### config.mk
export PLATFORM = sky130hd
export DESIGN_NAME = jpeg_quantize_run_length_coder_flat
export DESIGN_NICKNAME = d
export VERILOG_FILES = /design/src/rtl/core/jqrlc_pkg.sv /design/src/rtl/core/jqrlc_item_if.sv /design/src/rtl/core/jqrlc_result_if.sv /design/src/rtl/core/jqrlc_ram.sv /design/src/rtl/core/jqrlc_divider.sv /design/src/rtl/core/jqrlc_datapath.sv /design/src/rtl/core/jqrlc_ctrl.sv /design/src/rtl/core/jpeg_quantize_run_length_coder.sv /design/src/flat_wrapper.sv
export SDC_FILE = /design/constraint.sdc
export NUM_CORES = 1
export LEC_CHECK = 0
export ABC_AREA = 1
export BUFFER_PORTS_ARGS = -buffer_cell sky130_fd_sc_hd__buf_2
export CORE_ASPECT_RATIO = 1.1
export CORE_MARGIN = 2
export CORE_UTILIZATION = 33
export CTS_CLUSTER_DIAMETER = 150
export DETAILED_ROUTE_END_ITERATION = 7
export SYNTH_ARGS = -nofsm -noshare
export SYNTH_HDL_FRONTEND = slang
export SYNTH_SLANG_ARGS = --single-unit
### constraint.sdc
create_clock -name clk -period 7.5 [get_ports clk]
set_input_delay 1.125 -clock clk [delete_from_list [all_inputs] [get_ports clk]]
set_output_delay 1.125 -clock clk [all_outputs]
set_load 0.01 [all_outputs]
### src/rtl/core/jqrlc_pkg.sv
package jqrlc_pkg;

	// Field widths
	localparam int COEF_W     = 12;
	localparam int STEP_W     = 8;
	localparam int COMP_W     = 2;
	localparam int RUN_W      = 4;
	localparam int AMP_W      = 13;
	localparam int TBL_IDX_W  = 6;
	localparam int TBL_ADDR_W = TBL_IDX_W + 1;
	localparam int TBL_DEPTH  = 2 ** TBL_ADDR_W;

	// Default geometry
	localparam int BLOCK_COEFFS_DEF   = 64;
	localparam int NUM_COMPONENTS_DEF = 3;

	// Run-length codes
	localparam logic [RUN_W-1:0] ZRL_RUN  = 4'hf;
	localparam int               ZRL_SPAN = 16;

	// Function codes of an input item
	localparam logic FUNC_TABLE = 1'b0;
	localparam logic FUNC_COEF  = 1'b1;

	// Component codes
	localparam logic [COMP_W-1:0] COMP_LUMA = 2'd0;

	// Controller to datapath commands
	typedef struct packed {
		logic tbl_wr;    // write quantization table entry
		logic capture;   // latch coefficient and component, start table read
		logic div_load;  // load divider with coefficient and table entry
		logic emit_zrl;  // send one sixteen-zero run pair
		logic finish;    // send final pair of this coefficient, if any, and advance
	} cmd_t;

	// Datapath to controller status
	typedef struct packed {
		logic div_busy;
		logic dc;
		logic q_zero;
		logic zrl_pending;
		logic out_free;
	} status_t;

endpackage

### src/rtl/core/jqrlc_item_if.sv
interface jqrlc_item_if import jqrlc_pkg::*; ();
	logic                     valid;
	logic                     ready;
	logic                     func;
	logic [COMP_W-1:0]        component;
	logic [TBL_IDX_W-1:0]     table_position;
	logic [STEP_W-1:0]        quant_step;
	logic signed [COEF_W-1:0] coefficient;

	modport source (
		output valid, func, component, table_position, quant_step, coefficient,
		input  ready
	);
	modport sink (
		input  valid, func, component, table_position, quant_step, coefficient,
		output ready
	);
endinterface

### src/rtl/core/jqrlc_result_if.sv
interface jqrlc_result_if import jqrlc_pkg::*; ();
	logic                    valid;
	logic                    ready;
	logic [RUN_W-1:0]        run_length;
	logic signed [AMP_W-1:0] amplitude;
	logic                    block_end;

	modport source (
		output valid, run_length, amplitude, block_end,
		input  ready
	);
	modport sink (
		input  valid, run_length, amplitude, block_end,
		output ready
	);
endinterface

### src/rtl/core/jqrlc_ram.sv
module jqrlc_ram #(
	parameter int WIDTH = 8,
	parameter int DEPTH = 128
) (
	input  logic                     clk,
	input  logic                     we,
	input  logic [$clog2(DEPTH)-1:0] waddr,
	input  logic [WIDTH-1:0]         wdata,
	input  logic [$clog2(DEPTH)-1:0] raddr,
	output logic [WIDTH-1:0]         rdata
);

	logic [WIDTH-1:0] mem_q [DEPTH];
	logic [WIDTH-1:0] rdata_q;

	// Write port and registered read port
	always_ff @(posedge clk) begin
		if (we) begin
			mem_q[waddr] <= wdata;
		end
		rdata_q <= mem_q[raddr];
	end

	assign rdata = rdata_q;

endmodule

### src/rtl/core/jqrlc_divider.sv
module jqrlc_divider import jqrlc_pkg::*; (
	input  logic                     clk,
	input  logic                     arst_n,
	input  logic                     load,
	input  logic signed [COEF_W-1:0] dividend,
	input  logic [STEP_W-1:0]        divisor,
	output logic                     busy,
	output logic signed [COEF_W-1:0] quotient
);

	localparam int CNT_W = $clog2(COEF_W + 1);

	logic [CNT_W-1:0]  cnt_q;
	logic [COEF_W-1:0] dvd_q;   // dividend bits shift out, quotient bits shift in
	logic [STEP_W-1:0] rem_q;
	logic [STEP_W-1:0] dsr_q;
	logic              neg_q;
	logic [STEP_W:0]   shifted;
	logic [STEP_W-1:0] trial;
	logic              fits;
	logic [COEF_W-1:0] mag;

	// One restoring step: bring down one dividend bit and try a subtract
	assign shifted = {rem_q, dvd_q[COEF_W-1]};
	assign trial   = shifted[STEP_W-1:0] - dsr_q;
	assign fits    = shifted >= {1'b0, dsr_q};
	assign mag     = dividend[COEF_W-1] ? COEF_W'(-dividend) : dividend;

	always_ff @(posedge clk or negedge arst_n) begin
		if (!arst_n) begin
			cnt_q <= '0;
		end else if (load) begin
			cnt_q <= CNT_W'(COEF_W);
		end else if (cnt_q != '0) begin
			cnt_q <= cnt_q - CNT_W'(1);
		end
	end

	always_ff @(posedge clk) begin
		if (load) begin
			dvd_q <= mag;
			rem_q <= '0;
			dsr_q <= (divisor == '0) ? STEP_W'(1) : divisor;
			neg_q <= dividend[COEF_W-1];
		end else if (cnt_q != '0) begin
			dvd_q <= {dvd_q[COEF_W-2:0], fits};
			rem_q <= fits ? trial : shifted[STEP_W-1:0];
		end
	end

	assign busy     = cnt_q != '0;
	// Apply sign: truncation toward zero
	assign quotient = neg_q ? COEF_W'(-dvd_q) : dvd_q;

endmodule

### src/rtl/core/jqrlc_datapath.sv
module jqrlc_datapath import jqrlc_pkg::*; #(
	parameter int BLOCK_COEFFS   = BLOCK_COEFFS_DEF,
	parameter int NUM_COMPONENTS = NUM_COMPONENTS_DEF
) (
	input  logic                     clk,
	input  logic                     arst_n,
	input  cmd_t                     cmd,
	output status_t                  status,
	input  logic [COMP_W-1:0]        component,
	input  logic [TBL_IDX_W-1:0]     table_position,
	input  logic [STEP_W-1:0]        quant_step,
	input  logic signed [COEF_W-1:0] coefficient,
	input  logic                     out_ready,
	output logic                     out_valid,
	output logic [RUN_W-1:0]         out_run_length,
	output logic signed [AMP_W-1:0]  out_amplitude,
	output logic                     out_block_end
);

	localparam int POS_W = $clog2(BLOCK_COEFFS);
	localparam int CMP_W = POS_W + 1;

	logic [POS_W-1:0]         pos_q;
	logic [POS_W-1:0]         zero_run_q;
	logic [COMP_W-1:0]        comp_q;
	logic signed [COEF_W-1:0] coef_q;
	logic signed [COEF_W-1:0] pred_q [NUM_COMPONENTS];
	logic [TBL_ADDR_W-1:0]    waddr;
	logic [TBL_ADDR_W-1:0]    raddr;
	logic [STEP_W-1:0]        wdata;
	logic [STEP_W-1:0]        rdata;
	logic                     div_busy;
	logic signed [COEF_W-1:0] q;
	logic signed [COEF_W-1:0] prev;
	logic signed [AMP_W-1:0]  dc_diff;
	logic                     dc;
	logic                     last;
	logic                     q_zero;
	logic                     out_free;
	logic                     load;
	logic [RUN_W-1:0]         nxt_run;
	logic signed [AMP_W-1:0]  nxt_amp;
	logic                     nxt_end;
	logic                     out_valid_q;
	logic [RUN_W-1:0]         run_q;
	logic signed [AMP_W-1:0]  amp_q;
	logic                     end_q;

	// Quantization table: luma half and shared chroma half
	assign waddr = {component != COMP_LUMA, table_position};
	assign raddr = {component != COMP_LUMA, TBL_IDX_W'(pos_q)};
	assign wdata = (quant_step == '0) ? STEP_W'(1) : quant_step;

	jqrlc_ram #(
		.WIDTH (STEP_W),
		.DEPTH (TBL_DEPTH)
	) u_table (
		.clk   (clk),
		.we    (cmd.tbl_wr),
		.waddr (waddr),
		.wdata (wdata),
		.raddr (raddr),
		.rdata (rdata)
	);

	jqrlc_divider u_div (
		.clk      (clk),
		.arst_n   (arst_n),
		.load     (cmd.div_load),
		.dividend (coef_q),
		.divisor  (rdata),
		.busy     (div_busy),
		.quotient (q)
	);

	// Hold the coefficient being coded
	always_ff @(posedge clk) begin
		if (cmd.capture) begin
			comp_q <= component;
			coef_q <= coefficient;
		end
	end

	// Select the DC predictor of this component; unknown components predict zero
	always_comb begin
		prev = '0;
		for (int i = 0; i < NUM_COMPONENTS; i++) begin
			if (comp_q == COMP_W'(i)) begin
				prev = pred_q[i];
			end
		end
	end

	assign dc_diff  = {q[COEF_W-1], q} - {prev[COEF_W-1], prev};
	assign dc       = pos_q == '0;
	assign last     = pos_q == POS_W'(BLOCK_COEFFS - 1);
	assign q_zero   = q == '0;
	assign out_free = !out_valid_q || out_ready;

	// Update predictor on the DC coefficient
	for (genvar g = 0; g < NUM_COMPONENTS; g++) begin : g_pred
		always_ff @(posedge clk or negedge arst_n) begin
			if (!arst_n) begin
				pred_q[g] <= '0;
			end else if (cmd.finish && dc && comp_q == COMP_W'(g)) begin
				pred_q[g] <= q;
			end
		end
	end

	// Advance block position and zero run
	always_ff @(posedge clk or negedge arst_n) begin
		if (!arst_n) begin
			pos_q      <= '0;
			zero_run_q <= '0;
		end else if (cmd.emit_zrl) begin
			zero_run_q <= zero_run_q - POS_W'(ZRL_SPAN);
		end else if (cmd.finish) begin
			pos_q      <= last ? '0 : pos_q + POS_W'(1);
			zero_run_q <= (last || dc || !q_zero) ? '0 : zero_run_q + POS_W'(1);
		end
	end

	// Form the next result pair
	always_comb begin
		nxt_run = '0;
		nxt_amp = '0;
		nxt_end = 1'b0;
		if (cmd.emit_zrl) begin
			nxt_run = ZRL_RUN;
		end else if (dc) begin
			nxt_amp = dc_diff;
			nxt_end = last;
		end else if (!q_zero) begin
			nxt_run = zero_run_q[RUN_W-1:0];
			nxt_amp = {{(AMP_W - COEF_W){q[COEF_W-1]}}, q};
			nxt_end = last;
		end else begin
			nxt_end = 1'b1;
		end
	end

	assign load = cmd.emit_zrl || (cmd.finish && (dc || !q_zero || last));

	// Output register: load a result, drop it on transfer
	always_ff @(posedge clk or negedge arst_n) begin
		if (!arst_n) begin
			out_valid_q <= 1'b0;
		end else if (load) begin
			out_valid_q <= 1'b1;
		end else if (out_ready) begin
			out_valid_q <= 1'b0;
		end
	end

	always_ff @(posedge clk) begin
		if (load) begin
			run_q <= nxt_run;
			amp_q <= nxt_amp;
			end_q <= nxt_end;
		end
	end

	assign out_valid      = out_valid_q;
	assign out_run_length = run_q;
	assign out_amplitude  = amp_q;
	assign out_block_end  = end_q;

	assign status.div_busy    = div_busy;
	assign status.dc          = dc;
	assign status.q_zero      = q_zero;
	assign status.zrl_pending = CMP_W'(zero_run_q) >= CMP_W'(ZRL_SPAN);
	assign status.out_free    = out_free;

endmodule

### src/rtl/core/jqrlc_ctrl.sv
module jqrlc_ctrl import jqrlc_pkg::*; (
	input  logic    clk,
	input  logic    arst_n,
	input  logic    item_valid,
	input  logic    item_func,
	output logic    item_ready,
	input  status_t status,
	output cmd_t    cmd
);

	typedef enum logic [3:0] {
		ST_IDLE   = 4'b0001,
		ST_READ   = 4'b0010,
		ST_DIVIDE = 4'b0100,
		ST_EMIT   = 4'b1000
	} state_t;

	state_t state_q;
	state_t state_nxt;

	// Take table writes while idle; sequence one coefficient: table read, divide, send pairs
	always_comb begin
		cmd        = '0;
		item_ready = 1'b0;
		state_nxt  = state_q;
		unique case (state_q)
			ST_IDLE: begin
				item_ready = 1'b1;
				if (item_valid) begin
					if (item_func == FUNC_TABLE) begin
						cmd.tbl_wr = 1'b1;
					end else begin
						cmd.capture = 1'b1;
						state_nxt   = ST_READ;
					end
				end
			end
			ST_READ: begin
				cmd.div_load = 1'b1;
				state_nxt    = ST_DIVIDE;
			end
			ST_DIVIDE: begin
				if (!status.div_busy) begin
					state_nxt = ST_EMIT;
				end
			end
			ST_EMIT: begin
				if (status.out_free) begin
					if (!status.dc && !status.q_zero && status.zrl_pending) begin
						cmd.emit_zrl = 1'b1;
					end else begin
						cmd.finish = 1'b1;
						state_nxt  = ST_IDLE;
					end
				end
			end
			default: begin
				state_nxt = ST_IDLE;
			end
		endcase
	end

	always_ff @(posedge clk or negedge arst_n) begin
		if (!arst_n) begin
			state_q <= ST_IDLE;
		end else begin
			state_q <= state_nxt;
		end
	end

endmodule

### src/rtl/core/jpeg_quantize_run_length_coder.sv
// Channel  Dir  Payload                                                  Transfer
// item     in   func, component, table_position, quant_step, coefficient valid & ready
// result   out  run_length, amplitude, block_end                         valid & ready
//
// A table write is taken in the idle state. A coefficient goes through accept, table
// read, 12 steps of the bit-serial divider and a state to see the quotient, then any
// sixteen-zero run pairs and the final pair (or a zero is counted instead).
// Reset clears the DC predictors, block position and zero run; the table is not cleared.
// A stalled result holds the send; the next item is accepted while the last result waits.
module jpeg_quantize_run_length_coder import jqrlc_pkg::*; #(
	parameter int BLOCK_COEFFS   = BLOCK_COEFFS_DEF,
	parameter int NUM_COMPONENTS = NUM_COMPONENTS_DEF
) (
	input  logic           clk,
	input  logic           arst_n,
	jqrlc_item_if.sink     item,
	jqrlc_result_if.source result
);

	cmd_t    cmd;
	status_t status;
	logic    item_ready;

	jqrlc_ctrl u_ctrl (
		.clk        (clk),
		.arst_n     (arst_n),
		.item_valid (item.valid),
		.item_func  (item.func),
		.item_ready (item_ready),
		.status     (status),
		.cmd        (cmd)
	);

	jqrlc_datapath #(
		.BLOCK_COEFFS   (BLOCK_COEFFS),
		.NUM_COMPONENTS (NUM_COMPONENTS)
	) u_dp (
		.clk            (clk),
		.arst_n         (arst_n),
		.cmd            (cmd),
		.status         (status),
		.component      (item.component),
		.table_position (item.table_position),
		.quant_step     (item.quant_step),
		.coefficient    (item.coefficient),
		.out_ready      (result.ready),
		.out_valid      (result.valid),
		.out_run_length (result.run_length),
		.out_amplitude  (result.amplitude),
		.out_block_end  (result.block_end)
	);

	assign item.ready = item_ready;

endmodule

### src/flat_wrapper.sv
// flat-port wrapper written by rule: the top's interface ports become plain ports
module jpeg_quantize_run_length_coder_flat import jqrlc_pkg::*;
#(
	parameter int BLOCK_COEFFS   = BLOCK_COEFFS_DEF,
	parameter int NUM_COMPONENTS = NUM_COMPONENTS_DEF
)
  (clk, arst_n, item_valid, item_func, item_component, item_table_position, item_quant_step, item_coefficient, item_ready, result_valid, result_run_length, result_amplitude, result_block_end, result_ready);
  jqrlc_item_if item_i ();
  jqrlc_result_if result_i ();
  input  logic clk;
  input  logic arst_n;
  input wire logic [$bits(item_i.valid)-1:0] item_valid;
  input wire logic [$bits(item_i.func)-1:0] item_func;
  input wire logic [$bits(item_i.component)-1:0] item_component;
  input wire logic [$bits(item_i.table_position)-1:0] item_table_position;
  input wire logic [$bits(item_i.quant_step)-1:0] item_quant_step;
  input wire logic [$bits(item_i.coefficient)-1:0] item_coefficient;
  output wire logic [$bits(item_i.ready)-1:0] item_ready;
  output wire logic [$bits(result_i.valid)-1:0] result_valid;
  output wire logic [$bits(result_i.run_length)-1:0] result_run_length;
  output wire logic [$bits(result_i.amplitude)-1:0] result_amplitude;
  output wire logic [$bits(result_i.block_end)-1:0] result_block_end;
  input wire logic [$bits(result_i.ready)-1:0] result_ready;
  assign item_i.valid = item_valid;
  assign item_i.func = item_func;
  assign item_i.component = item_component;
  assign item_i.table_position = item_table_position;
  assign item_i.quant_step = item_quant_step;
  assign item_i.coefficient = item_coefficient;
  assign item_ready = item_i.ready;
  assign result_valid = result_i.valid;
  assign result_run_length = result_i.run_length;
  assign result_amplitude = result_i.amplitude;
  assign result_block_end = result_i.block_end;
  assign result_i.ready = result_ready;
  jpeg_quantize_run_length_coder #(.BLOCK_COEFFS(BLOCK_COEFFS), .NUM_COMPONENTS(NUM_COMPONENTS)) u_core (.clk(clk), .arst_n(arst_n), .item(item_i), .result(result_i));
endmodule
-- After elaboration in Yosys (flattened, before gate mapping)
Memory sizes are Yosys's and may differ from the RTL's. A register that Yosys moved wholly into a read port is not among the register bits.
Index checks and enable logic that the tools add are counted.
- bits in registers: 118
- latch bits: 0
- RAM bits: 1024
- memory bits (read-only): 0
- bits of input ports: 33
- output and inout bits: 20
- logic and storage cells: 110
- memories: 1
- memory list (name ; words ; bits a word ; rd ports ; clocked after memory_dff ; write ports ; line ; RTL):
    u_core.u_dp.u_table.mem_q ; 128 ; 8 ; 1 ; 1 ; 1 ; jqrlc_ram.sv:13 ; logic [WIDTH-1:0] mem_q [DEPTH];
- add/sub/neg operators: 8
- $mul: 0
- div/mod/pow operators: 0
- $lt $le $gt $ge: 2
- equal/unequal tests: 12
- shift-type cells: 0
- mux-type cells: 41
- bitwise gates (word level): 1
- reductions and logical operators: 28
- operators with widths (operator ; number):
    $mux 12 ; 7
    $mux 4 ; 9
    $mux 13 ; 2
    $mux 6 ; 4
    $neg 12->12 ; 2
    $logic_not 8->1 ; 2
    $mux 8 ; 2
    $pmux 4 s4 ; 1
    $sub 12x12->13 ; 1
    $add 6x1->6 const B ; 2
    $logic_not 12->1 ; 1
    $mux 1 ; 12
    $ne 2x2->1 const B ; 5
    $ge 9x8->1 ; 1
    $mux 2 ; 4
    $reduce_bool 2->1 ; 4
    $sub 8x8->8 ; 1
    $logic_and 1x1->1 ; 7
    $eq 6x6->1 const B ; 1
    $ge 6x5->1 const B ; 1
    $logic_not 6->1 ; 1
    $logic_or 1x1->1 ; 6
    $sub 6x5->6 const B ; 1
    $reduce_and 5->1 ; 1
    12 further kinds ; 14

-- Depth between registers and ports, before layout
Gate-level depths: netlist of the first run.
- depth in word-level cells: 12
- mapped depth: 17
- gate-level depth less buffers: 17

-- By module
A second synthesis of the first run with hierarchy kept.
- cell total of the unflattened synthesis: 4414
- area, all modules: 49007.0 um^2
- by module, submodules not included (module ; times used ; cells an instance ; area each (um^2) ; seq. area each (um^2)):
    jqrlc_ram ; 1 ; 3575 ; 42104.1 ; 30909.6
    jqrlc_datapath ; 1 ; 489 ; 4305.4 ; 2187.1
    jqrlc_divider ; 1 ; 309 ; 2351.0 ; 890.9
    jqrlc_ctrl ; 1 ; 41 ; 246.5 ; 101.3

-- Worst setup path after synthesis of the first run
Ideal clock, no wire load.
- kind: input to register
- start point: in item_quant_step[1]
- end point: mem u_core.u_dp.u_table.mem_q[0][1], data pin
- library setup time: 606 ps
- arrival: 3061 ps
- data required time: 6894 ps
- setup slack: 3833 ps
- cell stages on the path: 1
- buffers on the path: 1
- cells stage by stage: clkbuf_1
- word-level cells in the longest chain between the ends: 2
- RTL lines (element ; line ; RTL):
    start, declared ; flat_wrapper.sv:16 ; input wire logic [$bits(item_i.quant_step)-1:0] item_quant_step;
    $logic_not 8->1 ; jqrlc_datapath.sv:52 ; assign wdata = (quant_step == '0) ? STEP_W'(1) : quant_step;
    $mux 8 * ; jqrlc_datapath.sv:52 ;
    end, declared ; jqrlc_ram.sv:13 ;
Mark *: on every way between the ends. The rest lies on a longest branch, timed or not.

==> results.yml, run 1 <==
status:
  status: "completed"
clock_network:
  clockRootBuffer: "clkbuf_16"
  cts_made_buffers: 116
  ctsLongestPathBuffers: 3
  holdBufCountCts: 0
  htreeDepth: 3
  cts_tree: "built"
  clock_sinks: 1150
  cts_resized: 0
  cts_setup_buffers: 0
  clk_pin_slew_ns: 0.06
  clk_latency_ns: 0.73
global_routing:
  grt_pass1_vias: 29500
  grt_max_degree: 196
  grt-ovfl-total: 0
  grt_antenna_before_repair: 5
  grt_use_total_pct: 16.4
  grt_first_pass_wirelength_um: 185000
floorplanning:
  ios: 53
  core_sq_mm: 0.142
  rows: 145
  die_h_um: 401
  die_x_um: 365
  die-area_sq_mm: 0.146
  start_util_pct: 33.3
drt:
  drtAntennaViolNets: 0
  first_pass_iters: 5
  viasPerCell: 5.18
  detail_route.wl_per_cell_um: 20.6
  via_count: 30800
  drc: 0
  wl_um: 123000
  drtIter0Drc: 3178
worst_hold_path:
  worstHoldPathCells: 2
  holdCritPathClass: "flip-flop to flip-flop"
  min_to: "u_core.u_dp.pred_q[3]$_DFFE_PN0P_"
  hp-start: "u_core.u_dp.pred_q[3]$_DFFE_PN0P_"
final_layout:
  insertedDiodeCount: 0
  fin_nets: 4011
  multi_input_area_sq_mm: 0.0118
  fill_cells: 13700
  areaGrowthSynthToFinish_pct: 11.7
  drive_gt1_share_pct: 7.28
  final_util_pct: 37.1
  regArea_sq_mm: 0.0341
critical_path:
  startpoint_type: "flip-flop"
  end_kind: "flip-flop"
  cp.arrival_ns: 5.13
  r2r_slack_ns: 3.03
  reg2reg_from: "u_core.u_dp.pos_q[0]$_DFFE_PN0P_"
  worstSetupPathType: "flip-flop to flip-flop"
  cp.required_ns: 8.16
  reg2reg_to: "u_core.u_dp.u_table.rdata[2]$_DFF_P_"
  cp_max_fo: 99
  rr_worst_depth: 11
  startpoint: "u_core.u_dp.pos_q[0]$_DFFE_PN0P_"
logic_synthesis:
  synthFlopType: "edfxtp_1"
  yosysTopAreaCell: "edfxtp_1"
  synth_common_cells: "edfxtp_1, nor2_1, o21ai_0"
  async_flop_share_pct: 4.96
  synth.avg_cell_area_sq_um: 11.9
  ys_seq_area_share_pct: 72.0
  yosysUniqueCellTypes: 51
  syn-num-nets: 4042
  synth_top_area_share_pct: 68.3
  ys_ff_latch: 1150
  synth_cells: 3979
  synth_area_sq_mm: 0.0473
  synth_edf_count: 1077
  synth.area.top_cells: "edfxtp_1, o21ai_0, nor2_1"
  ys_warn_count: 0
  yosysMostFrequentCell: "edfxtp_1"
power:
  ir_drop_v: 0.000263
  p_comb_share_pct: 31.5
  switchingPower_mw: 6.91
  clockPowerShare_pct: 28.8
  intPower_mw: 12.1
  p_sw_share_pct: 36.4
  p_seq_share_pct: 39.7
  powerDensity_mw_per_mm2: 359
  p_leak_nw: 17.5
placement:
  gp_congestion: 0.824
  dp_hpwl_um: 69700
  port_buffers: 52
timing:
  fmax_mhz: 224
  fin_skew_ns: 0.0566
  setup_violations: 0
  period_needed_ns: 4.47
  finalHoldViolations: 0
  fin_crit_sh_pct: 59.5
  grt_setup_unrepaired: "false"
  relSlewSlack_pct: 27.7
  tightest_slew_ns: 1.09
  maxSlewViolCount: 0
  setup-tns-final_ns: 0
job:
  cap_violations: 0
[power by group through the flow]
stage	Combinational (mW)	Sequential [mW]	Clock, mW
after floorplan	4.26	7.51	0
after global placement	5.92	7.68	0
after detailed placement	5.97	7.67	0
after CTS	6.00	7.54	5.56
after global routing	6.65	7.58	5.80
final	5.98	7.54	5.47
[through the flow]
stage               power, mW  hold WS (ns)  cell area, sq um  worst slack, ns  instances
floorplan                11.8         0.449             47300             3.83       3979
global placement         13.6         0.461             49300             3.10       5741
detailed placement       13.6         0.466             49300             3.04       5741
CTS                      19.1         0.482             52800             3.04       5950
global route             20.0         0.497             52800             2.65       5950
finish                   19.0         0.480             52800             3.03       5950
[routing by layer]
metal,wire length (um),vias to the layer above,track usage (%),share of wire (%)
li1,-,14200,-,-
met1,53000,15300,22.6,43
met2,57800,1096,26.4,47
met3,8010,223,2.46,6.5
met4,3850,4,5.80,3.1
met5,30,-,0,0.024
[registers in the layout, summed over array words and instances, names as in the netlist]
name	cells
u_core.u_dp.comp_q	2
u_core.u_dp.pos_q	6
u_core.u_dp.out_block_end	1
u_core.u_dp.u_div.dsr_q	8
u_core.u_dp.u_table.rdata	8
u_core.u_ctrl.state_q	4
u_core.u_dp.coef_q	12
u_core.u_dp.zero_run_q	6
u_core.u_dp.u_table.mem_q	1024
u_core.u_dp.out_valid	1
u_core.u_dp.out_amplitude	13
u_core.u_dp.out_run_length	4
u_core.u_dp.u_div.neg_q	1
u_core.u_dp.u_div.cnt_q	4
u_core.u_dp.pred_q	36
u_core.u_dp.u_div.rem_q	8
u_core.u_dp.u_div.dvd_q	12
[cell families after synthesis]
kind of cell	after synthesis	share of synthesized area, %
AND/OR/NAND/NOR	1459	12.4
flip-flops	1150	72.0
AO/OA/AOI/OAI	972	11.2
buffers and inverters	341	3.08
adder cells (fa/ha/maj)	30	0.825
XOR/XNOR	27	0.516
[how the worst max path moves through the flow]
| stage | to | slack (ns) |
|---|---|---|
| finish | u_core.u_dp.u_table.rdata[2]$_DFF_P_ | 3.03 |
| global route | u_core.u_dp.u_table.rdata[1]$_DFF_P_ | 2.65 |
| CTS | u_core.u_dp.u_table.rdata[2]$_DFF_P_ | 3.04 |
| detailed placement | u_core.u_dp.u_table.rdata[2]$_DFF_P_ | 3.04 |
| global placement | u_core.u_dp.u_table.rdata[2]$_DFF_P_ | 3.10 |
| floorplan | u_core.u_dp.u_table.mem_q[0][1]$_DFFE_PP_ | 3.83 |
[worst max-delay path, stage by stage, from the launching register on]
cell and delay (ns):
dfrtp_4 0.74, buf_4 0.67, buf_4 0.66, buf_4 0.86, o21ai_0 0.19, o21ai_0 0.34, nand2_1 0.09, nand4_1 0.21
o21ai_0 0.10, nor2_1 0.16, nor3_1 0.07, nor2_1 0.12
[area by class of cell]
type | instances | area share (%)
flip-flops and latches | 1150 | 64.5
clock inverters | 64 | 0.995
well taps | 1911 | 4.53
inverters | 99 | 0.727
repair buffers | 93 | 1.18
clock buffers | 145 | 5.70
multi-input cells | 2488 | 22.3
[layout by cell type, fill, tap and decap left out, drive strengths merged, types with 3 or more instances in the layout]
master / netlist / final
nor2: 763 / 763
ha: 28 / 28
a21oi: 93 / 93
dfrtp: 56 / 56
o211ai: 6 / 6
bufinv: 0 / 6
a21o: 4 / 4
nor3: 15 / 15
a22o: 7 / 7
inv: 97 / 101
dfxtp: 16 / 16
nand3: 68 / 68
nand4: 42 / 42
xor2: 19 / 19
o22ai: 242 / 242
or2: 4 / 4
o21ai: 606 / 606
xnor2: 8 / 8
o221ai: 4 / 4
edfxtp: 1077 / 1077
buf: 98 / 93
nor4: 3 / 3
nand3b: 3 / 3
clkbuf: 144 / 145
o21bai: 3 / 3
clkinv: 2 / 56
nand2: 558 / 558
No activity file was read; power rests on OpenSTA's default activity.
==> run 2, diff against run 1 <==
==> constraint.sdc (replaced) <==
create_clock -name clk -period 4 [get_ports clk]
set_input_delay 0.6 -clock clk [delete_from_list [all_inputs] [get_ports clk]]
set_output_delay 0.6 -clock clk [all_outputs]
set_load 0.01 [all_outputs]
==> run 2 against run 1 <==
Against the previous run: wire length is 6.3% higher; global-route usage is 1.1 points higher; worst hold slack worse by 0.40 ns; clock power is 100% higher; register-to-register slack worse by 2.7 ns; die area stayed put; count of clock-buffer cells in the layout is 9 lower; sequential cell count stayed put; utilization is 0.52 points higher; via count is 1.6% higher; critical endpoint is now u_core.u_dp.out_amplitude[10]$_SDFFCE_PN0P_.
==> results.yml, run 2 (synthesis gave the netlist of run 1 again) <==
critical_path:
  end_kind: "flip-flop"
  rr_worst_depth: 16
  cp.required_ns: 4.45
  startpoint_type: "flip-flop"
  startpoint: "u_core.u_dp.comp_q[0]$_DFFE_PP_"
  cp_max_fo: 9
  reg2reg_to: "u_core.u_dp.out_amplitude[10]$_SDFFCE_PN0P_"
  worstSetupPathType: "flip-flop to flip-flop"
  reg2reg_from: "u_core.u_dp.comp_q[0]$_DFFE_PP_"
  cp.arrival_ns: 4.10
  r2r_slack_ns: 0.35
drt:
  drtIter0Drc: 3561
  detail_route.wl_per_cell_um: 21.8
  first_pass_iters: 6
  drc: 0
  via_count: 31300
  viasPerCell: 5.24
  wl_um: 130000
  drtAntennaViolNets: 0
timing:
  grt_setup_unrepaired: "false"
  fin_hold_ws_ns: 0.0823
  fmax_mhz: 274
  fin_crit_sh_pct: 91.3
  tightest_slew_ns: 1.03
  setup-tns-final_ns: 0
  relSlewSlack_pct: 31.3
  period_needed_ns: 3.65
  finalHoldViolations: 0
  maxSlewViolCount: 0
  fin_skew_ns: 0.0728
  setup_violations: 0
final_layout:
  largest_reg_flops: 1024
  fin_nets: 4033
  stdcell_count: 5978
  regMostFlops: "u_core.u_dp.u_table.mem_q"
  layout_common_cells: "edfxtp_1, nor2_1, o21ai_0"
  insertedDiodeCount: 0
  areaGrowthSynthToFinish_pct: 13.2
  fill_cells: 13700
  drive_gt1_share_pct: 8.70
  layout_commonest_cell: "edfxtp_1"
clock_network:
  cts_setup_buffers: 0
  htreeDepth: 3
  ctsLongestPathBuffers: 3
  clockRootBuffer: "clkbuf_16"
  clk_latency_ns: 0.77
  holdBufCountCts: 1
  cts_tree: "built"
  cts_made_buffers: 115
  cts_resized: 0
  clock_sinks: 1150
  clk_pin_slew_ns: 0.06
placement:
  gp_congestion: 0.882
  dp_hpwl_um: 76000
  dp.cells: 5763
  port_buffers: 52
power:
  p_leak_nw: 17.8
  ir_drop_v: 0.000530
  powerDensity_mw_per_mm2: 690
floorplanning:
  die-area_sq_mm: 0.146
  die_h_um: 401
  die_x_um: 365
  ios: 53
  rows: 145
  start_util_pct: 33.3
  core_sq_mm: 0.142
worst_hold_path:
  min_to: "u_core.u_dp.coef_q[6]$_DFFE_PP_"
  worstHoldPathCells: 1
  hp-start: "item_coefficient[6]"
  holdCritPathClass: "input port to flip-flop"
global_routing:
  grt_max_degree: 204
  grt_first_pass_wirelength_um: 195000
  grt_pass1_vias: 31100
  grt_antenna_before_repair: 2
  grt_use_total_pct: 17.5
  grt-ovfl-total: 0
status:
  status: "completed"
job:
  cap_violations: 0
## run 2: cell types whose count changed in the layout (fill, tap and decap cells not counted), sizes merged
cell,before,now
buf,93,115
clkinvlp,0,12
bufinv,6,17
clkbuf,145,136
clkinv,56,48
dlygate4sd3,0,1
inv,101,100
## run 2: per-layer routing
metal  track usage, %  wire length, um  up-vias  part of all wire, %
met1             23.0            53300    15500                   41
met3             3.08             9840      254                  7.5
li1                 -                -    14300                    -
met2             28.9            62800     1350                   48
met5                0                0        -                    0
met4             6.58             4480        0                  3.4
## run 2: worst max-delay path by stage
| stage | endpoint | slack, ns | cells past startpoint |
|---|---|---|---|
| 2_1_floorplan | u_core.u_dp.u_table.mem_q[0][1]$_DFFE_PP_ | 0.86 | 1 |
| 3_3_place_gp | u_core.u_dp.out_amplitude[10]$_SDFFCE_PN0P_ | 0.59 | 16 |
| 3_5_place_dp | u_core.u_dp.out_amplitude[10]$_SDFFCE_PN0P_ | 0.55 | 16 |
| 4_1_cts | u_core.u_dp.out_amplitude[10]$_SDFFCE_PN0P_ | 0.44 | 16 |
| 5_1_grt | u_core.u_dp.out_amplitude[10]$_SDFFCE_PN0P_ | 0.07 | 16 |
| 6_report | u_core.u_dp.out_amplitude[10]$_SDFFCE_PN0P_ | 0.35 | 16 |
## run 2: power breakdown
part | switching, mW | leakage [nW] | internal [mW]
clock network | 4.78 | 1.90 | 6.47
registers | 0.368 | 10.6 | 13.6
logic | 8.29 | 5.33 | 3.43
total | 13.4 | 17.8 | 23.5
## run 2: area by class of cell
class / instances / area, sq um / area share, %
timing repair buffer: 116 / 936 / 1.75
sequential: 1150 / 34100 / 63.6
multi-input combinational: 2488 / 11800 / 22.0
clock inverter: 78 / 971 / 1.81
clock buffer: 136 / 2990 / 5.58
tap: 1911 / 2390 / 4.46
inverter: 99 / 384 / 0.717
## run 2: critical path, stage by stage (launching register included)
cell	delay [ns]
edfxtp_1	0.50
nor2_1	0.49
inv_1	0.27
o22ai_1	0.17
nor2_1	0.07
ha_1	0.21
fa_1	0.45
inv_1	0.07
nand3_1	0.06
nand2_1	0.13
a31oi_1	0.12
o21ai_0	0.38
a21oi_1	0.16
inv_1	0.10
nand2_1	0.05
nand3_1	0.06
a21oi_1	0.07
## run 2: metrics by stage
| step | utilization [%] | power, mW | instance area [sq um] | setup slack, ns |
|---|---|---|---|---|
| 2_1_floorplan | - | 22.1 | 47300 | 0.858 |
| 3_3_place_gp | 34.9 | 25.8 | 49600 | 0.586 |
| 3_5_place_dp | 34.9 | 25.9 | 49600 | 0.551 |
| 4_1_cts | 37.7 | 37.1 | 53600 | 0.442 |
| 5_1_grt | 37.7 | 38.8 | 53600 | 0.0744 |
| 6_report | 37.7 | 37.0 | 53600 | 0.350 |
